==> config.mk <==
export PLATFORM = sky130hd
export DESIGN_NAME = binding_record_crc_checker_core
export DESIGN_NICKNAME = d
export VERILOG_FILES = /design/src/hw/rtl/brcc_pkg.sv /design/src/hw/rtl/binding_record_crc_checker_core.sv
export SDC_FILE = /design/constraint.sdc
export NUM_CORES = 1
export LEC_CHECK = 0
export BUFFER_PORTS_ARGS = -buffer_cell sky130_fd_sc_hd__buf_2
export CAP_MARGIN = 20
export CORE_MARGIN = 4
export CORE_UTILIZATION = 33
export DETAILED_ROUTE_END_ITERATION = 10
export RECOVER_POWER = 50
export SYNTH_ARGS = -nofsm -noshare
export SYNTH_HDL_FRONTEND = slang
export SYNTH_SLANG_ARGS = --single-unit
==> constraint.sdc <==
create_clock -name clk -period 5.7 [get_ports clk]
set_input_delay 0.855 -clock clk [delete_from_list [all_inputs] [get_ports clk]]
set_output_delay 0.855 -clock clk [all_outputs]
set_load 0.05 [all_outputs]
==> src/hw/rtl/brcc_pkg.sv <==
// Shared constants, status codes and the CRC-32 byte step for the record checker.
package brcc_pkg;

    localparam int REC_LEN  = 16;
    localparam int CRC_SPAN = 12;
    localparam int POS_W    = 5;
    localparam int MAC_W    = 48;
    localparam int CFG_W    = 8;
    localparam int CFG_IDX_W = 8;

    localparam logic [31:0] CRC_INIT = 32'hFFFF_FFFF;
    localparam logic [31:0] CRC_POLY = 32'hEDB8_8320;
    localparam logic [7:0]  CHAN_MAX = 8'd14;

    localparam logic [1:0] STAT_OK     = 2'd0;
    localparam logic [1:0] STAT_HEADER = 2'd1;
    localparam logic [1:0] STAT_CRC    = 2'd2;
    localparam logic [1:0] STAT_BIND   = 2'd3;

    localparam logic [CFG_IDX_W-1:0] REG_MARKER   = 8'd0;
    localparam logic [CFG_IDX_W-1:0] REG_FORMAT   = 8'd1;
    localparam logic [CFG_IDX_W-1:0] REG_PROTOCOL = 8'd2;
    localparam logic [CFG_IDX_W-1:0] REG_BOUND    = 8'd3;

    // Reflected CRC-32, one byte, eight bit steps.
    function automatic logic [31:0] crc32_byte(input logic [31:0] c_in, input logic [7:0] b);
        logic [31:0] c;
        c = c_in ^ {24'd0, b};
        for (int k = 0; k < 8; k++)
        begin
            c = (c >> 1) ^ (c[0] ? CRC_POLY : 32'd0);
        end
        return c;
    endfunction

    function automatic logic binding_valid(input logic [7:0] chan, input logic [MAC_W-1:0] mac);
        return (chan != 8'd0) && (chan <= CHAN_MAX) && !mac[MAC_W-8] && (mac != '0);
    endfunction

endpackage

==> src/hw/rtl/binding_record_crc_checker_core.sv <==
// Top level of the 16-byte binding record checker with CRC-32.
//
// Usage
//   Bytes arrive on the request channel (in_valid/in_ready, data_byte, first).
//   A byte with first set restarts a record as byte 0. Bytes 0..3 are compared
//   with the four configured header values, byte 11 must be zero, a reflected
//   CRC-32 over bytes 0..11 must match the little-endian word in bytes 12..15,
//   and the MAC (bytes 4..9) and channel (byte 10) must form a valid binding.
//   The 16th byte yields one result on the result channel (out_valid/out_ready):
//   accepted, status, lamp_mac and channel. Other bytes yield nothing; bytes
//   after the 16th are dropped until the next first.
//   A byte is taken into an input register and processed from there into the
//   record state; a record's result is shown by the output register.
//   Throughput: one byte per clock (the 16th of a record waits on a stalled
//   result), set by the eight-bit CRC step from input register to record state.
//   Reset: the record state goes idle (waiting for first), the configuration
//   registers clear to zero, and both valid flags drop.
//   Stall: a result waiting on out_ready holds only the byte that would make
//   the next result; bytes that produce no result keep flowing.
//   Configuration (cfg_we, cfg_index, cfg_data) is for the user to write while
//   idle (not enforced by the block); an index beyond the four registers is ignored.
module binding_record_crc_checker_core
    import brcc_pkg::*;
(
    input  logic                  clk,
    input  logic                  rst_n,
    input  logic                  cfg_we,
    input  logic [CFG_IDX_W-1:0]  cfg_index,
    input  logic [CFG_W-1:0]      cfg_data,
    input  logic                  in_valid,
    output logic                  in_ready,
    input  logic [7:0]            data_byte,
    input  logic                  first,
    output logic                  out_valid,
    input  logic                  out_ready,
    output logic                  accepted,
    output logic [1:0]            status,
    output logic [MAC_W-1:0]      lamp_mac,
    output logic [7:0]            channel
);

    // Configuration registers
    logic [7:0] marker_reg, format_reg, protocol_reg, bound_reg;

    // Input register
    logic       stg_valid_reg;
    logic [7:0] stg_byte_reg;
    logic       stg_first_reg;

    // Record state
    logic [POS_W-1:0] pos_reg, pos_next;
    logic [31:0]      crc_reg, crc_next;
    logic             hg_reg, hg_next;
    logic [31:0]      crc_rx_reg, crc_rx_next;
    logic [MAC_W-1:0] mac_reg, mac_next;
    logic [7:0]       chan_reg, chan_next;

    // Result register
    logic             out_valid_reg;
    logic             accepted_reg, accepted_next;
    logic [1:0]       status_reg, status_next;
    logic [MAC_W-1:0] mac_out_reg;
    logic [7:0]       chan_out_reg;

    // Record-restart view of the state for the byte in the input register
    logic [POS_W-1:0] pos_base;
    logic [31:0]      crc_base;
    logic             hg_base;
    logic [31:0]      crc_rx_base;
    logic [MAC_W-1:0] mac_base;
    logic [7:0]       chan_base;

    logic in_record;   // byte belongs to a live record
    logic last_byte;   // byte 15: produces a result
    logic proc_ok;     // stage may process this cycle
    logic proc;

    always_comb
    begin
        pos_base    = stg_first_reg ? '0 : pos_reg;
        crc_base    = stg_first_reg ? CRC_INIT : crc_reg;
        hg_base     = stg_first_reg ? 1'b1 : hg_reg;
        crc_rx_base = stg_first_reg ? 32'd0 : crc_rx_reg;
        mac_base    = stg_first_reg ? '0 : mac_reg;
        chan_base   = stg_first_reg ? 8'd0 : chan_reg;
    end

    assign in_record = pos_base < POS_W'(REC_LEN);
    assign last_byte = in_record && (pos_base == POS_W'(REC_LEN - 1));
    assign proc_ok   = !last_byte || !out_valid_reg || out_ready;
    assign proc      = stg_valid_reg && proc_ok;
    assign in_ready  = !stg_valid_reg || proc_ok;

    // Per-byte update of the record state
    always_comb
    begin
        pos_next    = pos_base;
        crc_next    = crc_base;
        hg_next     = hg_base;
        crc_rx_next = crc_rx_base;
        mac_next    = mac_base;
        chan_next   = chan_base;
        if (in_record)
        begin
            pos_next = pos_base + POS_W'(1);
            if (pos_base < POS_W'(CRC_SPAN))
            begin
                crc_next = crc32_byte(crc_base, stg_byte_reg);
            end
            case (pos_base)
                5'd0:  hg_next = hg_base && (stg_byte_reg == marker_reg);
                5'd1:  hg_next = hg_base && (stg_byte_reg == format_reg);
                5'd2:  hg_next = hg_base && (stg_byte_reg == protocol_reg);
                5'd3:  hg_next = hg_base && (stg_byte_reg == bound_reg);
                5'd4, 5'd5, 5'd6, 5'd7, 5'd8, 5'd9:
                    mac_next = {mac_base[MAC_W-9:0], stg_byte_reg};
                5'd10: chan_next = stg_byte_reg;
                5'd11: hg_next = hg_base && (stg_byte_reg == 8'd0);
                default:
                begin
                    // CRC word, least significant byte first
                    case (pos_base[1:0])
                        2'd0:    crc_rx_next[7:0]   = stg_byte_reg;
                        2'd1:    crc_rx_next[15:8]  = stg_byte_reg;
                        2'd2:    crc_rx_next[23:16] = stg_byte_reg;
                        default: crc_rx_next[31:24] = stg_byte_reg;
                    endcase
                end
            endcase
        end
    end

    // Verdict, priority header/pad, then CRC, then binding
    always_comb
    begin
        if (!hg_next)
        begin
            status_next = STAT_HEADER;
        end
        else if ((crc_next ^ CRC_INIT) != crc_rx_next)
        begin
            status_next = STAT_CRC;
        end
        else if (!binding_valid(chan_next, mac_next))
        begin
            status_next = STAT_BIND;
        end
        else
        begin
            status_next = STAT_OK;
        end
        accepted_next = (status_next == STAT_OK);
    end

    // Configuration
    always_ff @(posedge clk or negedge rst_n)
    begin
        if (!rst_n)
        begin
            marker_reg   <= 8'd0;
            format_reg   <= 8'd0;
            protocol_reg <= 8'd0;
            bound_reg    <= 8'd0;
        end
        else if (cfg_we)
        begin
            case (cfg_index)
                REG_MARKER:   marker_reg   <= cfg_data;
                REG_FORMAT:   format_reg   <= cfg_data;
                REG_PROTOCOL: protocol_reg <= cfg_data;
                REG_BOUND:    bound_reg    <= cfg_data;
                default:      ;
            endcase
        end
    end

    // Control: valid flags and record position
    always_ff @(posedge clk or negedge rst_n)
    begin
        if (!rst_n)
        begin
            stg_valid_reg <= 1'b0;
            out_valid_reg <= 1'b0;
            pos_reg       <= POS_W'(REC_LEN);
        end
        else
        begin
            if (in_ready)
            begin
                stg_valid_reg <= in_valid;
            end
            if (proc && last_byte)
            begin
                out_valid_reg <= 1'b1;
            end
            else if (out_ready)
            begin
                out_valid_reg <= 1'b0;
            end
            if (proc)
            begin
                pos_reg <= pos_next;
            end
        end
    end

    // Payload registers
    always_ff @(posedge clk)
    begin
        if (in_ready && in_valid)
        begin
            stg_byte_reg  <= data_byte;
            stg_first_reg <= first;
        end
        if (proc)
        begin
            crc_reg    <= crc_next;
            hg_reg     <= hg_next;
            crc_rx_reg <= crc_rx_next;
            mac_reg    <= mac_next;
            chan_reg   <= chan_next;
        end
        if (proc && last_byte)
        begin
            accepted_reg <= accepted_next;
            status_reg   <= status_next;
            mac_out_reg  <= mac_next;
            chan_out_reg <= chan_next;
        end
    end

    assign out_valid = out_valid_reg;
    assign accepted  = accepted_reg;
    assign status    = status_reg;
    // Held apart from the record state, which moves on with the next record's bytes
    assign lamp_mac  = mac_out_reg;
    assign channel   = chan_out_reg;

endmodule

# Word-level counts from Yosys, hierarchy flattened
# Index checks and enable logic that the tools add are counted.
# totals
input_bits	30
output_inout_bits	61
ff_bits	228
# op_classes
muxes	34
eq_ne	22
reduce_logical	34
order_cmp	3
addsub	1
bitwise	10
# ops
op	count
2-to-1 mux 32 bit	14
XOR 31 x 32 -> 32 bit	8
2-to-1 mux 48 bit	3
2-to-1 mux 8 bit	7
nonzero test 48 bit	1
equality test 8 bit	4
!= test 32 bit	1
inverter 32 bit	1
XOR 32 x 8 -> 32 bit	1
equality test 5 x 4 -> 1 bit (second input constant)	5
equality test 5 x 3 -> 1 bit (second input constant)	4
equality test 8 x 2 -> 1 bit (second input constant)	2
zero test 8 bit	2
logical AND 1 bit	12
OR reduction 12 bit	1
equality test 5 x 2 -> 1 bit (second input constant)	2
2-to-1 mux 5 bit	2
equality test 8 x 1 -> 1 bit (second input constant)	1
less-or-equal comparator 8 x 4 -> 1 bit (second input constant)	1
AND reduction 2 bit	4
nonzero test 8 bit	1
2-to-1 mux 2 bit	3
OR reduction 6 bit	1
adder 5 x 1 -> 5 bit (second input constant)	1
other kinds (13)	22

# Logic depth before layout (Yosys ltp)
# Gate-level depths: netlist (run 1).
# logic_depth
depth_word	25
depth_mapped	20
ltp_nobuf	13

# Worst setup path after synthesis (run 1)
# OpenSTA, ideal clock, no wires.
# synth_path
path_kind	reg2reg
start	register stg_first_reg
end	register status_reg[1], in the netlist status[1], data pin
stages_incl_launch_ff	17
path_slack_ns	1.300
period_less_slack_ns	4.400
arrival_time_ns	4.141
cell_sequence	edfxtp_1 inv_1 clkbuf_1 clkbuf_1 clkbuf_1 clkbuf_1 nand2_1 ha_1 o2bb2ai_1 o2111ai_1 clkbuf_1 or2_2 o21ai_0 o221a_2 o41ai_1 or4_1 o31a_1
# synth_via
elab_chain_len	18
# synth_lines
element	line	text
from (decl)	binding_record_crc_checker_core.sv:48	logic stg_first_reg;
from (signal assigned)	binding_record_crc_checker_core.sv:213	stg_first_reg <= first;
2-to-1 mux 32 bit	binding_record_crc_checker_core.sv:81	crc_base = stg_first_reg ? CRC_INIT : crc_reg;
XOR 32 x 8 -> 32 bit	brcc_pkg.sv:28	c = c_in ^ {24'd0, b};
2-to-1 mux 32 bit or XOR 31 x 32 -> 32 bit (tied branches)	brcc_pkg.sv:31	c = (c >> 1) ^ (c[0] ? CRC_POLY : 32'd0);
XOR 31 x 32 -> 32 bit or 2-to-1 mux 32 bit (tied branches)	brcc_pkg.sv:31	
XOR 31 x 32 -> 32 bit (5 in series)	brcc_pkg.sv:31	
2-to-1 mux 32 bit or XOR 31 x 32 -> 32 bit (tied branches)	brcc_pkg.sv:31	
XOR 31 x 32 -> 32 bit or 2-to-1 mux 32 bit (tied branches)	brcc_pkg.sv:31	
XOR 31 x 32 -> 32 bit	brcc_pkg.sv:31	
2-to-1 mux 32 bit	binding_record_crc_checker_core.sv:106	if (pos_base < POS_W'(CRC_SPAN))
2-to-1 mux 32 bit	binding_record_crc_checker_core.sv:103	if (in_record)
inverter 32 bit (no source line)	n/a	
!= test 32 bit	binding_record_crc_checker_core.sv:140	else if ((crc_next ^ CRC_INIT) != crc_rx_next)
2-to-1 mux 2 bit	binding_record_crc_checker_core.sv:140	
2-to-1 mux 2 bit (*)	binding_record_crc_checker_core.sv:136	if (!hg_next)
via status_next[1]	binding_record_crc_checker_core.sv:61	logic [1:0] status_reg, status_next;
to (signal assigned)	binding_record_crc_checker_core.sv:226	status_reg <= status_next;
to (decl)	binding_record_crc_checker_core.sv:61	
# The timed path passes the listed nets; every way through them passes the cells marked *.
# A chain may end at the register's enable or synchronous reset.

# Worst setup path after layout (run 1)
# layout_path
start	register pos_reg[2]
end	register status_reg[1], in the netlist status[1], data pin
# layout_lines
element	line	text
from (decl)	binding_record_crc_checker_core.sv:51	logic [POS_W-1:0] pos_reg, pos_next;
from (signal assigned)	binding_record_crc_checker_core.sv:184	pos_reg <= POS_W'(REC_LEN);
from (signal assigned)	binding_record_crc_checker_core.sv:202	pos_reg <= pos_next;
2-to-1 mux 5 bit (*)	binding_record_crc_checker_core.sv:80	pos_base = stg_first_reg ? '0 : pos_reg;
less-than comparator 5 x 4 -> 1 bit	binding_record_crc_checker_core.sv:106	
2-to-1 mux 32 bit	binding_record_crc_checker_core.sv:106	
2-to-1 mux 32 bit (*)	binding_record_crc_checker_core.sv:103	
via crc_next[8]	binding_record_crc_checker_core.sv:52	logic [31:0] crc_reg, crc_next;
inverter 32 bit (no source line) (*)	n/a	
!= test 32 bit (*)	binding_record_crc_checker_core.sv:140	
2-to-1 mux 2 bit (*)	binding_record_crc_checker_core.sv:140	
2-to-1 mux 2 bit (*)	binding_record_crc_checker_core.sv:136	
via status_next[1]	binding_record_crc_checker_core.sv:61	
# Marks and branches as above.

==> insert_results.sql, run 1 <==
INSERT INTO impl_metrics (metric_group, metric, value, unit) VALUES
('run_status', 'outcome', 'finished, violations left', ''),
('run_status', 'violations', 'max-capacitance violations, max-slew violations', ''),
('pwr', 'power_share_of_the_clock_group', '27.6', '%'),
('clock_network', 'tritoncts', 'built', ''),
('setup_path', 'cpLargestDelayFamily', 'compound AO/OA/AOI/OAI gates', ''),
('synth', 'muxShareOfSynthArea', '4.85', '%'),
('die', 'floorplan.die_area', '39700', 'um^2'),
('setup_path', 'crit_path_cell_trace', 'a21o_1, clkbuf_1, nor3_1, a211oi_1, xnor2_1, nor4_1, nand4_1, o31a_1', ''),
('pwr', 'p_leak', '5.17', 'nW'),
('setup_path', 'critical_path_required', '6.00', 'ns'),
('setup_path', 'critical_path_s_slowest_cell', 'clkbuf_1', ''),
('pwr', 'seq_power_share', '40.3', '%'),
('setup_path', 'crit_buf_inv', '1', ''),
('route', 'detail-route-antenna-nets', '0', ''),
('clock_network', 'cts_setup_buffers', '0', ''),
('final_layout', 'n_antenna_cell', '0', ''),
('route', 'total_length_of_routed_wires', '32900', 'um'),
('timing', 'timing.max_slew.rel_slack', '-38.9', '%'),
('synth', 'synth_top_family_by_area', 'simple AND/OR/NAND/NOR gates', ''),
('die', 'row_count', '69', ''),
('route', 'post_drt_via_cell_ratio', '5.45', ''),
('clock_network', 'cts.reportedPaths.clkPinSlew', '0.07', 'ns'),
('setup_path', 'crit_type', 'reg -> reg', ''),
('pwr', 'power.internal', '3.82', 'mW'),
('clock_network', 'clockRootBuffer', 'clkbuf_16', ''),
('route', 'drtIter0Drc', '840', ''),
('global_routing', 'first_global_vias', '8439', ''),
('final_layout', 'num-nets-final', '1175', ''),
('die', 'die_w', '199', 'um'),
('final_layout', 'finalInstanceArea', '13600', 'um^2'),
('clock_network', 'cts-buffers-inserted', '26', ''),
('synth', 'synth_compound_gate_area_share', '12.3', '%'),
('timing', 'hold_violations', '0', ''),
('timing', 'worstMarginPinSlew', '2.08', 'ns'),
('clock_network', 'clock_tree.buffer_depth', '3', ''),
('pwr', 'irDropWorstVdd', '0.000246', 'V'),
('die', 'floorplan.core_area', '35800', 'um^2'),
('pwr', 'fraction_of_power_spent_switching_nets', '34.7', '%'),
('synth', 'yosys_register_bits', '228', ''),
('synth', 'synth-adder-area-share', '0.311', '%'),
('pwr', 'comb_power_share', '32.1', '%'),
('final_layout', 'layout.core_utilization', '38.1', '%'),
('setup_path', 'cp_slowest_stage_delay', '1.10', 'ns'),
('synth', 'postSynth.asyncResetShare', '17.1', '%'),
('synth', 'netlist.top_cell.by_area', 'edfxtp_1', ''),
('flow_run', 'max_cap_violations', '1', ''),
('timing', 'final_min_period_over_clock_period', '83.0', '%'),
('timing', 'grt_setup_unrepaired', 'false', ''),
('final_layout', 'final_layout_size_suffix_gt1_share', '12.7', '%'),
('clock_network', 'htreeDepth', '1', ''),
('timing', 'final_period_minus_worst_setup_slack', '4.73', 'ns'),
('timing', 'fin_hold_ws', '0.490', 'ns'),
('synth', 'distinct_cell_type_count_after_synthesis', '79', ''),
('pwr', 'powerDensity', '428', 'nW/um^2'),
('synth', 'synthMostInstantiatedCell', 'edfxtp_1', ''),
('final_layout', 'syn2layout_area_growth', '12.9', '%'),
('synth', 'number_of_enable_type_register_cells_in_the_synthesized_netlist', '189', ''),
('timing', 'finClkSkew', '0.0172', 'ns'),
('synth', 'postSynthNetCount', '1107', ''),
('route', 'dr.pass1.iters', '8', ''),
('placed_design', 'dp.final_hpwl', '22500', 'um'),
('timing', 'slew_violations', '40', ''),
('synth', 'yosys_warnings', '0', ''),
('timing', 'timing.setup.tns', '0', 'ns'),
('pwr', 'switchingPower', '2.02', 'mW'),
('setup_path', 'cp-start-kind', 'flip-flop', ''),
('global_routing', 'grt_max_degree', '72', ''),
('synth', 'synth_top_area_share', '47.0', '%'),
('placed_design', 'io_buffers', '90', ''),
('synth', 'ys_top_cells_by_area', 'edfxtp_1 (47%), dfrtp_1 (7.9%), xnor2_1 (4.0%)', ''),
('synth', 'seq_area_frac_synth', '55.1', '%');
[cell usage in the layout (no fill, tap or decap), types with 5 or more instances in the layout]
cell type  instances
a22oi_1            5
edfxtp_1         189
nor3_1            22
nand3_1           26
clkinv_2           5
buf_2             28
mux2i_1           20
a21oi_1           85
a21boi_0           7
a211oi_1           5
clkbuf_16         26
or3_1             12
nand4_1           11
nor2_1            82
xor2_1            28
nor4_1            20
dfrtp_1           38
nor2b_1           14
buf_4             14
nand2_1          114
mux2_2            32
and2_1             7
o21a_1             5
a222oi_1           8
o22a_1             6
o2bb2ai_1          6
xnor2_1           56
xnor3_1           12
inv_1             37
and3_1             5
clkbuf_1          70
o21ai_0           44
a31oi_1           14
a31o_2            10
nor3b_1            5
[worst register-to-register path, stage by stage (launching register included)]
cell and delay, ns:
dfrtp_1 0.65, a21o_1 0.51, clkbuf_1 1.10, nor3_1 0.13, a211oi_1 0.77, xnor2_1 0.15
nor4_1 0.54, nand4_1 0.29, o31a_1 0.35
[layout make-up]
| type | instances | area [um^2] |
|---|---|---|
| sequential | 228 | 6650 |
| timing repair buffer | 107 | 489 |
| clock buffer | 33 | 697 |
| multi-input combinational | 740 | 4940 |
| fill | 3537 | 22200 |
| clock inverter | 15 | 128 |
| inverter | 39 | 149 |
| tap | 461 | 577 |
[routing by layer]
layer / wire length, um / global-route usage [%]
met1: 14700 / 23.8
met3: 2900 / 3.24
met4: 770 / 4.36
met5: 0 / 0
met2: 14500 / 24.5
[per-stage QoR]
stage | total power [mW] | setup WS (ns) | cells
after detailed placement | 4.24 | 1.60 | 1575
after global placement | 4.23 | 1.62 | 1575
final | 5.84 | 0.968 | 1623
after global routing | 6.14 | 0.779 | 1623
after floorplan | 3.74 | 1.30 | 1074
after CTS | 5.87 | 1.59 | 1623
[power by group through the flow]
| stage | sequential [mW] | clock (mW) | combinational (mW) |
|---|---|---|---|
| after floorplan | 2.26 | 0 | 1.49 |
| after global placement | 2.38 | 0 | 1.85 |
| after detailed placement | 2.38 | 0 | 1.87 |
| after CTS | 2.35 | 1.65 | 1.88 |
| after global routing | 2.38 | 1.72 | 2.04 |
| final | 2.35 | 1.61 | 1.87 |
[kinds of logic after synthesis]
group / Yosys count
and+or+nand+nor: 349
AOI/OAI and AO/OA: 231
DFF: 228
buffers and inverters: 106
xor gates and xnor gates: 103
muxes: 54
adders and majority gates: 3
[path summary, 6_finish.rpt]
| path | from | to | slack [ns] | cells after the start |
|---|---|---|---|---|
| setup / recovery | pos_reg[2]$_DFFE_PN0P_ | status[1]$_DFFE_PP_ | 0.97 | 8 |
| max in group asynchronous | rst_n | format_reg[4]$_DFFE_PN0P_ | 3.59 | 1 |
| hold / removal | data_byte[5] | stg_byte_reg[5]$_DFFE_PP_ | 0.49 | 1 |
| min in group asynchronous | rst_n | bound_reg[2]$_DFFE_PN0P_ | 0.92 | 1 |
| hold reg to reg | bound_reg[7]$_DFFE_PN0P_ | bound_reg[7]$_DFFE_PN0P_ | 0.50 | 1 |
| setup reg to reg | pos_reg[2]$_DFFE_PN0P_ | status[1]$_DFFE_PP_ | 0.97 | 8 |
Note: power is estimated with default switching activity, not from simulation.
==> run 2: changes to the inputs <==
clock period = 4.4 ns   (was 5.7 ns; I/O delays follow)
==> run 2 against run 1 <==
Against the previous run: the flow still finishes with violations (max-capacitance violations, max-slew violations); cell count rose by 0.92%; non-clock buffer count increased by 17; core utilization rose by 0.47 points; routed wire length grew 3.1%; critical path depth rose by 1.
==> insert_results.sql, run 2 (synthesis results as in run 1) <==
INSERT INTO impl_metrics (metric_group, metric, value, unit) VALUES
('timing', 'slew_violations', '40', ''),
('pwr', 'irDropWorstVdd', '0.000292', 'V'),
('timing', 'final_period_minus_worst_setup_slack', '4.14', 'ns'),
('global_routing', 'grt_pass1_wl', '51800', 'um'),
('clock_network', 'cts.reportedPaths.clkPinSlew', '0.07', 'ns'),
('timing', 'timing.max_slew.rel_slack', '-38.9', '%'),
('route', 'vias', '8778', ''),
('clock_network', 'cts_setup_buffers', '0', ''),
('timing', 'grt_setup_unrepaired', 'false', ''),
('final_layout', 'area_occupied_by_multi_input_gates', '4960', 'um^2'),
('final_layout', 'num-nets-final', '1191', ''),
('min_path', 'worst_min_delay_path_category', 'in -> reg', ''),
('route', 'drtIter0Drc', '734', ''),
('final_layout', 'final_layout_size_suffix_gt1_share', '13.7', '%'),
('setup_path', 'critical_path_required', '4.71', 'ns'),
('route', 'detail-route-antenna-nets', '0', ''),
('final_layout', 'syn2layout_area_growth', '14.3', '%'),
('setup_path', 'cp.arrival', '4.44', 'ns'),
('die', 'row_count', '69', ''),
('placed_design', 'gp_congestion', '0.909', ''),
('die', 'floorplan.core_area', '35800', 'um^2'),
('setup_path', 'worst_setup_path_end_kind', 'flip-flop', ''),
('route', 'drt-wirelength-per-cell', '20.7', 'um'),
('timing', 'worstMarginPinSlew', '2.08', 'ns'),
('clock_network', 'clock-sinks', '228', ''),
('final_layout', 'most-common-layout-cells', 'edfxtp_1 (189), nand2_1 (114), a21oi_1 (84), nor2_1 (81), clkbuf_1 (73)', ''),
('pwr', 'fraction_of_power_spent_switching_nets', '34.6', '%'),
('route', 'dr.pass1.iters', '5', ''),
('global_routing', 'grt_overflow', '0', ''),
('pwr', 'p_leak', '5.25', 'nW'),
('die', 'chipHeight', '199', 'um'),
('clock_network', 'htreeDepth', '1', ''),
('final_layout', 'final.fill_count', '3498', ''),
('die', 'ioPinCount', '91', ''),
('timing', 'timing.setup.tns', '0', 'ns'),
('placed_design', 'io_buffers', '90', ''),
('clock_network', 'tritoncts', 'built', ''),
('final_layout', 'n_antenna_cell', '0', ''),
('timing', 'fin_hold_ws', '0.285', 'ns'),
('route', 'total_length_of_routed_wires', '33900', 'um'),
('die', 'floorplan.die_area', '39700', 'um^2'),
('clock_network', 'clockRootBuffer', 'clkbuf_16', ''),
('global_routing', 'grt_util_all_layers', '16.7', '%'),
('timing', 'hold_violations', '0', ''),
('global_routing', 'grt_max_degree', '63', ''),
('clock_network', 'cts-buffers-inserted', '25', ''),
('pwr', 'power_share_of_the_clock_group', '28.5', '%'),
('pwr', 'comb_power_share', '32.2', '%'),
('final_layout', 'finish.cell_count_without_fillers', '1638', ''),
('placed_design', 'dp.final_hpwl', '23700', 'um'),
('route', 'remaining_drc_errors', '0', ''),
('flow_run', 'max_cap_violations', '1', ''),
('die', 'die_w', '199', 'um'),
('die', 'floorplan.initialDensity', '33.7', '%'),
('setup_path', 'cp-start-kind', 'flip-flop', ''),
('route', 'post_drt_via_cell_ratio', '5.36', ''),
('setup_path', 'crit_type', 'reg -> reg', ''),
('global_routing', 'first_global_vias', '8455', ''),
('pwr', 'seq_power_share', '39.2', '%'),
('setup_path', 'cp_max_fo', '11', ''),
('timing', 'final_min_period_over_clock_period', '94.0', '%'),
('clock_network', 'postCtsHoldBufs', '0', ''),
('clock_network', 'worst_skew_pair_later_pin_latency', '0.55', 'ns'),
('pwr', 'powerDensity', '561', 'nW/um^2'),
('timing', 'max_freq', '242', 'MHz'),
('timing', 'setup_viol', '0', ''),
('placed_design', 'dpl.cell_count', '1592', ''),
('timing', 'finClkSkew', '0.0142', 'ns'),
('global_routing', 'antenna_found_initial', '1', ''),
('pwr', 'power.internal', '5.06', 'mW'),
('clock_network', 'post_cts_resized', '0', ''),
('final_layout', 'layout_commonest_cell', 'edfxtp_1', ''),
('final_layout', 'seqCellArea', '6650', 'um^2'),
('pwr', 'switchingPower', '2.68', 'mW'),
('clock_network', 'clock_tree.buffer_depth', '3', ''),
('run_status', 'violations', 'max-capacitance violations, max-slew violations', ''),
('run_status', 'outcome', 'finished, violations left', '');
-- run 2: power groups by stage --
stage / registers [mW] / clock network (mW) / logic [mW]
3_3_place_gp: 3.07 / 0 / 2.46
4_1_cts: 3.03 / 2.25 / 2.49
6_report: 3.04 / 2.21 / 2.50
2_1_floorplan: 2.92 / 0 / 1.93
3_5_place_dp: 3.07 / 0 / 2.48
5_1_grt: 3.07 / 2.33 / 2.72
-- run 2: final cells by class --
type,count,area share (%)
well taps,461,4.18
inverters,39,1.06
flip-flops and latches,228,48.2
repair buffers,124,4.42
multi-input cells,740,35.9
clock buffers,30,4.89
clock inverters,16,1.36
-- run 2: worst paths after layout --
path                       slack, ns  depth (start not counted)                 startpoint                          end
max in group asynchronous       2.49                          1                      rst_n    format_reg[1]$_DFFE_PN0P_
min                             0.29                          1               data_byte[4]    stg_byte_reg[4]$_DFFE_PP_
min in group asynchronous       0.71                          1                      rst_n  protocol_reg[2]$_DFFE_PN0P_
max reg2reg                     0.26                          9  stg_byte_reg[1]$_DFFE_PP_          status[1]$_DFFE_PP_
max                             0.26                          9  stg_byte_reg[1]$_DFFE_PP_          status[1]$_DFFE_PP_
min reg2reg                     0.50                          1  marker_reg[4]$_DFFE_PN0P_    marker_reg[4]$_DFFE_PN0P_
-- run 2: critical path: stages (launching register included) --
cell	delay, ns
edfxtp_1	0.90
xnor2_1	0.31
nor3_1	0.37
or2_1	0.19
xor3_2	0.50
mux2i_2	0.25
a21oi_1	0.10
or4b_1	0.50
or4b_4	0.53
o31a_1	0.24
-- run 2: per-layer routing --
metal | routed length (um) | share of wire (%) | vias up | global-route usage, %
met4 | 811 | 2.4 | 2 | 4.33
met1 | 15400 | 45 | 4294 | 24.5
met2 | 15100 | 45 | 328 | 25.9
met3 | 2550 | 7.5 | 45 | 2.87
met5 | 13 | 0.038 | - | 0
li1 | - | - | 4109 | -
-- run 2: stage by stage --
stage | cell area, um^2 | util, % | worst slack, ns | total power, mW
floorplan | 12100 | - | 0.000226 | 4.85
global placement | 13100 | 36.5 | 0.479 | 5.52
detailed placement | 13100 | 36.5 | 0.403 | 5.55
CTS | 13900 | 38.9 | 0.387 | 7.77
global route | 13800 | 38.5 | 0.104 | 8.12
finish | 13800 | 38.5 | 0.263 | 7.74
==> run 3: changes to the inputs <==
SETUP_SLACK_MARGIN = 0.5   (was unset)
==> run 3 against run 2 <==
Against the previous run: the run still ends with max-capacitance violations, max-slew violations left; critical path depth grew 1; worst hold slack gained 0.0062 ns; final area increased by 1.8%; critical path type unchanged; largest power group unchanged; highest routed layer is now met4.
==> insert_results.sql, run 3 (synthesis results as in run 1) <==
INSERT INTO impl_metrics (metric_group, metric, value, unit) VALUES
('clock_network', 'worst_skew_pair_later_pin_latency', '0.54', 'ns'),
('clock_network', 'clockRootBuffer', 'clkbuf_16', ''),
('min_path', 'hold_path_end', 'stg_byte_reg[2]$_DFFE_PP_', ''),
('clock_network', 'clock_tree.buffer_depth', '3', ''),
('min_path', 'timing.hold.worst_path_depth', '1', ''),
('setup_path', 'cp-start-kind', 'flip-flop', ''),
('final_layout', 'n_antenna_cell', '0', ''),
('route', 'total_length_of_routed_wires', '34400', 'um'),
('pwr', 'p_leak', '5.39', 'nW'),
('flow_run', 'max_cap_violations', '2', ''),
('setup_path', 'worst_setup_path_end_kind', 'flip-flop', ''),
('pwr', 'comb_power_share', '33.8', '%'),
('die', 'ioPinCount', '91', ''),
('die', 'floorplan.initialDensity', '33.7', '%'),
('pwr', 'power_share_of_the_clock_group', '27.3', '%'),
('run_status', 'outcome', 'finished, violations left', ''),
('die', 'floorplan.core_area', '35800', 'um^2'),
('setup_path', 'cp.arrival', '4.32', 'ns'),
('global_routing', 'grt_max_degree', '122', ''),
('timing', 'max_freq', '251', 'MHz'),
('timing', 'worstMarginPinSlew', '2.17', 'ns'),
('route', 'drt-wirelength-per-cell', '20.7', 'um'),
('setup_path', 'crit_type', 'reg -> reg', ''),
('final_layout', 'most-common-layout-cells', 'edfxtp_1 (189), nand2_1 (113), a21oi_1 (84), nor2_1 (81), clkbuf_1 (79)', ''),
('timing', 'slew_violations', '99', ''),
('route', 'post_drt_via_cell_ratio', '5.46', ''),
('pwr', 'fraction_of_power_spent_switching_nets', '34.5', '%'),
('timing', 'timing.setup.tns', '0', 'ns'),
('timing', 'timing.max_slew.rel_slack', '-44.8', '%'),
('final_layout', 'syn2layout_area_growth', '16.3', '%'),
('clock_network', 'tritoncts', 'built', ''),
('setup_path', 'worstRegToRegCells', '10', ''),
('placed_design', 'pre_cts_ws', '0.409', 'ns'),
('global_routing', 'grt_overflow', '0', ''),
('timing', 'finClkSkew', '0.00729', 'ns'),
('global_routing', 'antenna_found_initial', '0', ''),
('min_path', 'worst_hold_startpoint', 'data_byte[2]', ''),
('global_routing', 'grt_pass1_wl', '52200', 'um'),
('setup_path', 'worst_r2r_startpoint', 'stg_byte_reg[1]$_DFFE_PP_', ''),
('clock_network', 'htreeDepth', '1', ''),
('final_layout', 'final.fill_count', '3475', ''),
('final_layout', 'layout.core_utilization', '39.2', '%'),
('clock_network', 'postCtsHoldBufs', '0', ''),
('pwr', 'p_total', '7.76', 'mW'),
('min_path', 'worst_min_delay_path_category', 'in -> reg', ''),
('pwr', 'power.internal', '5.08', 'mW'),
('pwr', 'irDropWorstVdd', '0.000287', 'V'),
('die', 'die_w', '199', 'um'),
('placed_design', 'gp_congestion', '0.905', ''),
('pwr', 'powerDensity', '552', 'nW/um^2'),
('route', 'remaining_drc_errors', '0', ''),
('timing', 'worst_slack', '0.409', 'ns'),
('die', 'floorplan.die_area', '39700', 'um^2'),
('die', 'chipHeight', '199', 'um'),
('placed_design', 'dp.final_hpwl', '23600', 'um'),
('route', 'drtIter0Drc', '1046', ''),
('pwr', 'switchingPower', '2.68', 'mW'),
('final_layout', 'num-nets-final', '1215', ''),
('setup_path', 'setup.reg_to_reg.worst_slack', '0.41', 'ns'),
('setup_path', 'critical_path_required', '4.73', 'ns'),
('setup_path', 'endpoint_of_the_worst_register_to_register_path', 'accepted$_DFFE_PP_', ''),
('placed_design', 'io_buffers', '90', ''),
('pwr', 'seq_power_share', '38.8', '%'),
('clock_network', 'cts.reportedPaths.clkPinSlew', '0.06', 'ns'),
('setup_path', 'cp_max_fo', '9', ''),
('timing', 'hold_violations', '0', ''),
('route', 'detail-route-antenna-nets', '0', ''),
('global_routing', 'grt_util_all_layers', '16.8', '%'),
('run_status', 'violations', 'max-capacitance violations, max-slew violations', ''),
('clock_network', 'cts-buffers-inserted', '26', ''),
('timing', 'final_min_period_over_clock_period', '90.7', '%'),
('timing', 'setup_viol', '0', ''),
('timing', 'final_period_minus_worst_setup_slack', '3.99', 'ns'),
('route', 'dr.pass1.iters', '6', ''),
('clock_network', 'clock-sinks', '228', ''),
('final_layout', 'layout_commonest_cell', 'edfxtp_1', ''),
('global_routing', 'first_global_vias', '8601', ''),
('die', 'row_count', '69', ''),
('route', 'vias', '9076', ''),
('final_layout', 'final_layout_size_suffix_gt1_share', '15.4', '%'),
('timing', 'grt_setup_unrepaired', 'true', '');
## run 3: changes by cell type in the layout (fill, tap and decap cells not counted), sizes merged
cell and delta:
bufinv -2, clkinv +1, buf +16, clkbuf +12, clkinvlp -2, inv -1
## run 3: how the worst max path moves through the flow
stage / start / slack (ns) / endpoint
CTS: crc_reg[1]$_DFFE_PP_ / 0.52 / accepted$_DFFE_PP_
finish: stg_byte_reg[1]$_DFFE_PP_ / 0.41 / accepted$_DFFE_PP_
detailed placement: stg_first_reg$_DFFE_PP_ / 0.41 / accepted$_DFFE_PP_
global route: stg_first_reg$_DFFE_PP_ / 0.26 / status[0]$_DFFE_PP_
floorplan: stg_first_reg$_DFFE_PP_ / 0.40 / status[1]$_DFFE_PP_
global placement: stg_first_reg$_DFFE_PP_ / 0.48 / status[1]$_DFFE_PP_
## run 3: worst max-delay path: stages, from the launching register on
cell,delay [ns]
edfxtp_1,0.50
buf_4,0.25
xnor2_1,0.16
a21oi_1,0.52
nor2_4,0.13
xor3_1,0.47
mux2i_2,0.28
a21oi_1,0.09
or4b_1,0.54
or4b_4,0.53
nor4_1,0.30
## run 3: metrics by stage
stage                     hold WS (ns)  area (um^2)  std cells
after floorplan                  0.364        12200       1074
after global placement           0.487        13200       1592
after detailed placement         0.495        13200       1592
after CTS                        0.259        14100       1647
after global routing             0.275        14000       1662
final                            0.291        14000       1662
## run 3: timing repair
action                     4_1_cts  5_1_grt
setup endpoints to repair        3        3
pin swaps                        0        2
resized for setup                1       16
setup buffers                    8       13
gates cloned                     0        1
## run 3: metal layers
layer,vias up,share of wire (%),GRT usage [%]
li1,4168,-,-
met2,424,44,25.4
met4,0,2.7,4.46
met5,-,0,0
met1,4425,45,25.1
met3,59,8.2,2.92
## run 3: area by class of cell
type	count	area (um^2)	area share, %
sequential	228	6650	47.4
multi-input combinational	740	5010	35.7
timing repair buffer	147	826	5.88
clock buffer	35	737	5.25
tap	461	577	4.11
inverter	39	150	1.07
clock inverter	12	97.6	0.695
## run 3: power by group through the flow
stage	registers [mW]	logic, mW	clock network [mW]
global route	3.04	2.85	2.28
detailed placement	3.06	2.52	0
CTS	3.02	2.55	2.17
floorplan	2.92	1.95	0
global placement	3.06	2.50	0
finish	3.01	2.63	2.12
